==> config.mk <==
export PLATFORM = sky130hd
export DESIGN_NAME = yuv_to_argb_rotate_top
export DESIGN_NICKNAME = d
export VERILOG_FILES = /design/src/rtl/core/yar_pkg.sv /design/src/rtl/core/yar_scan.sv /design/src/rtl/core/yar_csc.sv /design/src/rtl/core/yuv_to_argb_rotate_top.sv
export SDC_FILE = /design/constraint.sdc
export NUM_CORES = 1
export LEC_CHECK = 0
export BUFFER_PORTS_ARGS = -buffer_cell sky130_fd_sc_hd__buf_4
export CAP_MARGIN = 40
export CORE_MARGIN = 2
export CORE_UTILIZATION = 45
export CTS_BUF_LIST = sky130_fd_sc_hd__clkbuf_16
export CTS_CLUSTER_SIZE = 40
export DETAILED_ROUTE_END_ITERATION = 10
export GPL_ROUTABILITY_DRIVEN = 0
export PLACE_DENSITY = 0.69
export SYNTH_ARGS = -nofsm -noshare
export SYNTH_HDL_FRONTEND = slang
export SYNTH_SLANG_ARGS = --single-unit
export TNS_END_PERCENT = 50
==> constraint.sdc <==
create_clock -name clk_i -period 8.3 [get_ports clk_i]
set_input_delay 0.415 -clock clk_i [delete_from_list [all_inputs] [get_ports clk_i]]
set_output_delay 0.415 -clock clk_i [all_outputs]
set_load 0.05 [all_outputs]
==> src/rtl/core/yar_pkg.sv <==
// yar_pkg: shared types and constants for the YUV to ARGB rotate block.
// No dependencies.
package yar_pkg;

  localparam int unsigned ADDR_W = 24;
  localparam int unsigned PIX_W  = 32;
  localparam int unsigned SMP_W  = 8;
  localparam int unsigned REG_W  = 13;

  typedef enum logic [1:0] {
    ROT_0   = 2'd0,
    ROT_90  = 2'd1,
    ROT_180 = 2'd2,
    ROT_270 = 2'd3
  } rot_e;

  typedef enum logic [1:0] {
    REG_ROTATION = 2'd0,
    REG_WIDTH    = 2'd1,
    REG_HEIGHT   = 2'd2,
    REG_STRIDE   = 2'd3
  } cfg_reg_e;

  // address = mul_a * stride + add_b, modulo 2^24
  typedef struct packed {
    logic [ADDR_W-1:0] mul_a;
    logic [ADDR_W-1:0] add_b;
    logic              last;
  } addr_op_t;

endpackage

==> src/rtl/core/yar_scan.sv <==
// yar_scan: column/row counters and rotated address operands.
// Depends on yar_pkg.
module yar_scan #(
  parameter int unsigned DIM_BITS = 12
) (
  input  logic                        clk_i,
  input  logic                        rst_ni,
  input  logic                        adv_i,
  input  yar_pkg::rot_e               rotation_i,
  input  logic [yar_pkg::REG_W-1:0]   frame_width_i,
  input  logic [yar_pkg::REG_W-1:0]   frame_height_i,
  output yar_pkg::addr_op_t           op_o
);

  localparam int unsigned EW = (DIM_BITS + 1 > yar_pkg::REG_W) ? DIM_BITS + 1 : yar_pkg::REG_W;
  localparam logic [EW-1:0] DimMax = EW'(1) << DIM_BITS;

  logic [DIM_BITS-1:0] col_q, col_d, row_q, row_d;
  logic [EW-1:0]       w_ext, h_ext, w_eff, h_eff;
  logic                col_last, row_last;
  logic [yar_pkg::ADDR_W-1:0] rc, cc, r24, c24;

  always_comb begin
    w_ext = EW'(frame_width_i);
    h_ext = EW'(frame_height_i);
    if (w_ext == '0) begin
      w_eff = EW'(1);
    end else if (w_ext > DimMax) begin
      w_eff = DimMax;
    end else begin
      w_eff = w_ext;
    end
    if (h_ext == '0) begin
      h_eff = EW'(1);
    end else if (h_ext > DimMax) begin
      h_eff = DimMax;
    end else begin
      h_eff = h_ext;
    end
    col_last = EW'(col_q) >= (w_eff - EW'(1));
    row_last = EW'(row_q) >= (h_eff - EW'(1));
    r24 = yar_pkg::ADDR_W'(row_q);
    c24 = yar_pkg::ADDR_W'(col_q);
    rc  = yar_pkg::ADDR_W'(h_eff) - yar_pkg::ADDR_W'(1) - r24;
    cc  = yar_pkg::ADDR_W'(w_eff) - yar_pkg::ADDR_W'(1) - c24;
  end

  always_comb begin
    op_o.last = col_last && row_last;
    unique case (rotation_i)
      yar_pkg::ROT_0: begin
        op_o.mul_a = r24;
        op_o.add_b = c24;
      end
      yar_pkg::ROT_90: begin
        op_o.mul_a = c24;
        op_o.add_b = rc;
      end
      yar_pkg::ROT_180: begin
        op_o.mul_a = rc;
        op_o.add_b = cc;
      end
      default: begin
        op_o.mul_a = cc;
        op_o.add_b = r24;
      end
    endcase
  end

  always_comb begin
    col_d = col_q;
    row_d = row_q;
    if (adv_i) begin
      if (col_last) begin
        col_d = '0;
        row_d = row_last ? '0 : row_q + DIM_BITS'(1);
      end else begin
        col_d = col_q + DIM_BITS'(1);
      end
    end
  end

  always_ff @(posedge clk_i or negedge rst_ni) begin
    if (!rst_ni) begin
      col_q <= '0;
      row_q <= '0;
    end else begin
      col_q <= col_d;
      row_q <= row_d;
    end
  end

  a_frame_wrap: assert property (@(posedge clk_i) disable iff (!rst_ni)
    (adv_i && op_o.last) |=> (col_q == '0 && row_q == '0))
    else $error("counters did not wrap after last pixel");

  a_col_step: assert property (@(posedge clk_i) disable iff (!rst_ni)
    (adv_i && !col_last) |=> (col_q == DIM_BITS'($past(col_q) + DIM_BITS'(1))
                              && row_q == $past(row_q)))
    else $error("column did not step");

  a_hold: assert property (@(posedge clk_i) disable iff (!rst_ni)
    !adv_i |=> (col_q == $past(col_q) && row_q == $past(row_q)))
    else $error("counters moved without an item");

endmodule

==> src/rtl/core/yar_csc.sv <==
// yar_csc: BT.601 video-range YUV to ARGB8888 fixed-point conversion.
// Depends on yar_pkg.
module yar_csc #(
  parameter int unsigned CLAMP_MAX = 262143
) (
  input  logic [yar_pkg::SMP_W-1:0] luma_i,
  input  logic [yar_pkg::SMP_W-1:0] cb_i,
  input  logic [yar_pkg::SMP_W-1:0] cr_i,
  output logic [yar_pkg::PIX_W-1:0] argb_o
);

  localparam int unsigned SW = 23;
  localparam logic signed [SW-1:0] CMax = SW'(CLAMP_MAX);

  logic [yar_pkg::SMP_W-1:0] y_off;
  logic signed [SW-1:0]      ys, us, vs, r_sum, g_sum, b_sum;

  function automatic logic [7:0] clamp_ch(input logic signed [SW-1:0] v);
    logic signed [SW-1:0] t;
    if (v < 0) begin
      t = '0;
    end else if (v > CMax) begin
      t = CMax;
    end else begin
      t = v;
    end
    return t[17:10];
  endfunction

  always_comb begin
    y_off = (luma_i >= 8'd16) ? luma_i - 8'd16 : '0;
    ys    = $signed({15'd0, y_off});
    us    = $signed({15'd0, cb_i}) - 23'sd128;
    vs    = $signed({15'd0, cr_i}) - 23'sd128;
    r_sum = 23'sd1192 * ys + 23'sd1634 * vs;
    g_sum = 23'sd1192 * ys - 23'sd833 * vs - 23'sd400 * us;
    b_sum = 23'sd1192 * ys + 23'sd2066 * us;
    argb_o = {8'hff, clamp_ch(r_sum), clamp_ch(g_sum), clamp_ch(b_sum)};
  end

endmodule

==> src/rtl/core/yuv_to_argb_rotate_top.sv <==
// yuv_to_argb_rotate_top: YUV pixel stream (luma, cb, cr per item) to ARGB8888 with rotated addresses.
// Depends on yar_pkg, yar_scan, yar_csc.
//
//  channel  | dir | handshake              | payload
//  s_axis   | in  | s_axis_tvalid/tready   | tdata: luma, cb, cr
//  m_axis   | out | m_axis_tvalid/tready   | tdata: out_address, pixel_argb; tlast: frame_last
//  cfg      | in  | cfg_we_i (no stall)    | cfg_idx_i, cfg_data_i
//
// One item per cycle unless m_axis stalls; path: input register, then result register.
// The stride multiply and color conversion sit between the two registers.
// Reset clears counters, valid flags and config to defaults.
// A stalled output holds the result register and a full input register; s_axis_tready drops only when both are full.
module yuv_to_argb_rotate_top #(
  parameter int unsigned CLAMP_MAX = 262143,
  parameter int unsigned DIM_BITS  = 12
) (
  input  logic                      clk_i,
  input  logic                      rst_ni,
  input  logic                      s_axis_tvalid,
  output logic                      s_axis_tready,
  input  logic [23:0]               s_axis_tdata,   // [7:0] luma, [15:8] cb, [23:16] cr
  output logic                      m_axis_tvalid,
  input  logic                      m_axis_tready,
  output logic [55:0]               m_axis_tdata,   // [23:0] out_address, [55:24] pixel_argb
  output logic                      m_axis_tlast,   // frame_last
  input  logic                      cfg_we_i,
  input  logic [1:0]                cfg_idx_i,
  input  logic [yar_pkg::REG_W-1:0] cfg_data_i
);

  yar_pkg::rot_e              rotation_q;
  logic [yar_pkg::REG_W-1:0]  width_q, height_q, stride_q;

  logic                       s1_valid_q, out_valid_q;
  logic [23:0]                s1_pix_q;
  yar_pkg::addr_op_t          s1_op_q, op;
  logic [yar_pkg::ADDR_W-1:0] prod, addr_d, out_addr_q;
  logic [yar_pkg::PIX_W-1:0]  argb_d, out_argb_q;
  logic                       out_last_q;
  logic                       adv_out, adv_in;

  assign adv_out       = !out_valid_q || m_axis_tready;
  assign s_axis_tready = !s1_valid_q || adv_out;
  assign adv_in        = s_axis_tvalid && s_axis_tready;

  always_ff @(posedge clk_i or negedge rst_ni) begin
    if (!rst_ni) begin
      rotation_q <= yar_pkg::ROT_0;
      width_q    <= 13'd640;
      height_q   <= 13'd480;
      stride_q   <= 13'd640;
    end else if (cfg_we_i) begin
      unique case (yar_pkg::cfg_reg_e'(cfg_idx_i))
        yar_pkg::REG_ROTATION: rotation_q <= yar_pkg::rot_e'(cfg_data_i[1:0]);
        yar_pkg::REG_WIDTH:    width_q    <= cfg_data_i;
        yar_pkg::REG_HEIGHT:   height_q   <= cfg_data_i;
        default:               stride_q   <= cfg_data_i;
      endcase
    end
  end

  yar_scan #(
    .DIM_BITS(DIM_BITS)
  ) u_scan (
    .clk_i         (clk_i),
    .rst_ni        (rst_ni),
    .adv_i         (adv_in),
    .rotation_i    (rotation_q),
    .frame_width_i (width_q),
    .frame_height_i(height_q),
    .op_o          (op)
  );

  always_ff @(posedge clk_i or negedge rst_ni) begin
    if (!rst_ni) begin
      s1_valid_q <= 1'b0;
    end else if (s_axis_tready) begin
      s1_valid_q <= s_axis_tvalid;
    end
  end

  always_ff @(posedge clk_i) begin
    if (adv_in) begin
      s1_pix_q <= s_axis_tdata;
      s1_op_q  <= op;
    end
  end

  yar_csc #(
    .CLAMP_MAX(CLAMP_MAX)
  ) u_csc (
    .luma_i(s1_pix_q[7:0]),
    .cb_i  (s1_pix_q[15:8]),
    .cr_i  (s1_pix_q[23:16]),
    .argb_o(argb_d)
  );

  assign prod   = s1_op_q.mul_a * {11'd0, stride_q};
  assign addr_d = prod + s1_op_q.add_b;

  always_ff @(posedge clk_i or negedge rst_ni) begin
    if (!rst_ni) begin
      out_valid_q <= 1'b0;
    end else if (adv_out) begin
      out_valid_q <= s1_valid_q;
    end
  end

  always_ff @(posedge clk_i) begin
    if (adv_out && s1_valid_q) begin
      out_addr_q <= addr_d;
      out_argb_q <= argb_d;
      out_last_q <= s1_op_q.last;
    end
  end

  assign m_axis_tvalid = out_valid_q;
  assign m_axis_tdata  = {out_argb_q, out_addr_q};
  assign m_axis_tlast  = out_last_q;

  a_s1_hold: assert property (@(posedge clk_i) disable iff (!rst_ni)
    (s1_valid_q && !adv_out) |=> (s1_valid_q && $stable(s1_pix_q) && $stable(s1_op_q)))
    else $error("stage one lost its item under stall");

  a_out_src: assert property (@(posedge clk_i) disable iff (!rst_ni)
    $rose(out_valid_q) |-> $past(s1_valid_q))
    else $error("result without a staged item");

  a_alpha: assert property (@(posedge clk_i) disable iff (!rst_ni)
    out_valid_q |-> (out_argb_q[31:24] == 8'hff))
    else $error("alpha byte not opaque");

  a_no_drop: assert property (@(posedge clk_i) disable iff (!rst_ni)
    (s1_valid_q && out_valid_q && !m_axis_tready) |-> !s_axis_tready)
    else $error("input taken with both stages full");

endmodule
==> summary.md <==
| Metric | Value |
|---|---|
| Tightest Pin Transition | `0.981 ns` |
| Most common cell after layout, fill and taps aside | `inv_1` |
| Met1 WL | `26,700 µm` |
| Compound-Gate Fraction of Synth Area | `0.108` |
| Final setup fails | `0` |
| Netlist cell types | `88` |
| Top sig layer | `met4` |
| Post-Synth XOR/XNOR Area | `0.0472` |
| Drt wl/cell | `17.7 µm` |
| Ports | `103` |
| Sequential element share of the synthesized area | `0.212` |
| Yosys top cell area share | `0.199` |
| Crit path launch type | `flip-flop` |
| Synth Area in Adders | `0.391` |
| Setup WS pre-CTS | `0.247 ns` |
| Ys async rst share | `0.354` |
| Via count | `18,300` |
| Post-route design area | `0.0274 mm²` |
| First drt pass iteration count | `7` |
| CP Max Fanout | `8` |
| Fin crit period | `7.95 ns` |
| Ys flop type | `edfxtp_1` |
| Wire length of the first global-routing pass | `97,400 µm` |
| Leading cell types by total area after synthesis | `fa_1, ha_1, edfxtp_1` |
| Die Width | `241 µm` |
| Reg clk slew, reported paths | `0.08 ns` |
| Hold Crit Start | `s_axis_tdata[21]` |
| Reg2reg start | `s1_pix_q[10]$_DFFE_PP_` |
| Clk sinks | `189` |
| CTS Root Buffer Type | `clkbuf_16` |
| Critical path's most frequent cell | `fa_1` |
| Post-synthesis simple-gate area fraction | `0.124` |
| GR Util All Layers | `0.216` |
| CTS buffer count | `17` |
| DRT antenna net count | `0` |
| Routed WL | `60,000 µm` |
| Hpwl dp | `49,400 µm` |
| Max Root-Sink Buffers | `2` |
| Final period utilization | `0.958` |
| Wire length on met2 | `28,400 µm` |
| Reg2reg setup slack | `0.35 ns` |
| Htree depth | `4` |
| Crit-path max cell delay | `0.56 ns` |
| Synth area leader | `fa_1` |
| Required time worst endpoint | `8.55 ns` |
| Layout cell share with drive strength beyond 1 | `0.0988` |
| Met3 wire length | `3410 µm` |
| Outcome | `completed` |
| Latest clock arrival within the worst-skew pair | `0.50 ns` |
| Grt ovf | `0` |
| Setup CP Type | `reg2reg` |
| R2r worst-path depth | `27` |
| Number of synthesized flops with an enable pin | `122` |
| Worst slew margin | `0.346` |
| Core area | `0.0553 mm²` |
| FP Rows | `86` |
| DR DRC count | `0` |
| Ant diodes | `0` |
| Hold endpoint | `s1_pix_q[21]$_DFFE_PP_` |
| Max-cap viol count | `0` |
| Setup TNS | `0 ns` |
| Hold WC Path Type | `in2reg` |
| Starting density of the core | `0.456` |
| Largest family of logic cells by synthesized area | `adder cells` |
| DRT iter0 DRCs | `923` |
| Crit path capture type | `flip-flop` |
| Final hold vios | `0` |
| Synthesized area per cell | `9.84 µm²` |
| Hold Path Depth | `1` |
| DR vias/cell | `5.40` |
| Vias in the first global route | `18,900` |
| Mux contribution to synthesized area | `0.0427` |
| Die area | `0.0580 mm²` |
| IO buf count | `94` |
| Synth warnings | `0` |
| Synth Instances | `2,565` |
| Dpl cell area | `0.0267 mm²` |
| CTS tree | `yes` |
| Slowest CP cell | `edfxtp_1` |
| F_max | `126 MHz` |
| Clock skew | `0.0160 ns` |
| Antenna violations before repair | `0` |
| Worst setup margin | `0.349 ns` |
| RR Endpoint | `out_argb_q[14]$_SDFFCE_PN0P_` |
| Chip Height | `241 µm` |
| Synthesized cell area | `0.0252 mm²` |
| CP Data Arrival Time | `8.20 ns` |
| Most frequent cells in the layout | `inv_1, ha_1, fa_1` |
| Area growth syn-to-layout | `8.72%` |
| Final net count | `3,309` |
| #FFs+latches synth | `189` |
| Final Max Slew Viols | `0` |
| Largest net degree at the start of global routing | `48` |
worst max path at each step:
stage / startpoint / to / slack, ns / depth (start not counted)
global route: s1_pix_q[5]$_DFFE_PP_ / out_argb_q[13]$_SDFFCE_PN0P_ / -0.04 / 33
finish: s1_pix_q[10]$_DFFE_PP_ / out_argb_q[14]$_SDFFCE_PN0P_ / 0.35 / 27
CTS: s1_pix_q[5]$_DFFE_PP_ / out_argb_q[8]$_SDFFCE_PN0P_ / 0.21 / 33
global placement: s1_pix_q[5]$_DFFE_PP_ / out_argb_q[13]$_SDFFCE_PN0P_ / 0.48 / 33
detailed placement: s1_pix_q[5]$_DFFE_PP_ / out_argb_q[8]$_SDFFCE_PN0P_ / 0.25 / 33
floorplan: s1_pix_q[5]$_DFFE_PP_ / out_argb_q[11]$_SDFFCE_PN0P_ / 0.98 / 33
critical path: cells and delay by family (launching register included):
kind,cells,cell delay (ns)
buf+inv,4,0.21
simple gates,4,0.84
fa+ha+maj,11,4.53
flops,1,0.56
compound gates,8,1.56
cell type report:
cell class	instances	area (µm²)
Fill cell	5055	27900
Timing Repair Buffer	108	846
Clock inverter	14	195
Multi-Input combinational cell	1884	18000
Clock buffer	18	450
Tap cell	748	936
Inverter	428	1610
Sequential cell	189	5350
through the flow:
stage	hold slack [ns]	cells	utilization
after floorplan	0.119	2572	-
after global placement	0.409	3352	0.482
after detailed placement	0.330	3355	0.483
after CTS	0.0563	3388	0.495
after global routing	0.0717	3389	0.496
final	0.0910	3389	0.496
kinds of logic (layout without fill, tap and decap cells):
kind of cell,after synthesis,count (layout)
compound gates,403,403
xor+xnor,135,135
fa+ha+maj,637,637
buf+inv,499,568
flops,189,189
mux,72,72
other cells,1,8
simple gates,629,629
state kept, by name (all words and copies together), names as in the netlist:
signal,count
out_argb_q,24
u_scan.col_q,12
rotation_q,2
s1_valid_q,1
s1_pix_q,24
out_addr_q,24
s1_op_q,49
m_axis_tlast,1
stride_q,13
height_q,13
width_q,13
m_axis_tvalid,1
u_scan.row_q,12
synthesized netlist by cell type (8+ instances only):
cell type / count
and2_1: 120
and3_1: 15
nand2_1: 197
o31ai_1: 8
fa_1: 251
o22ai_1: 20
a31oi_1: 14
nand2b_1: 17
o21ai_1: 15
ha_1: 386
nor2b_1: 32
mux4_2: 24
nor3_1: 29
a21boi_0: 15
o21bai_1: 13
nor2_1: 109
inv_1: 428
or3_1: 11
o2bb2ai_1: 10
nand3_1: 42
mux2_2: 42
clkbuf_1: 54
nor4_1: 10
nand4_1: 10
dfstp_2: 8
a21oi_1: 99
a22o_1: 8
edfxtp_1: 122
xor2_1: 35
a211oi_1: 10
o21ai_0: 64
or2_2: 9
buf_4: 8
o21a_1: 43
a21o_1: 30
o211ai_1: 9
xnor2_1: 99
dfrtp_1: 59
what timing repair did:
item | 4_1_cts | 5_1_grt
setup endpoints to repair | 0 | 8
hold buffers | 1 | 0
gates resized for setup | 0 | 11
buffers inserted | 0 | 1
endpoints found under the hold margin | 18 | 0
per-layer routing:
layer | up-vias | track usage
li1 | 8703 | -
met1 | 9105 | 0.282
met2 | 425 | 0.360
met3 | 81 | 0.0414
met4 | 0 | 0.0741
met5 | - | 0
Power is not shown: default switching activity piles up to over one toggle a cycle in this logic, so the estimate is an artifact.
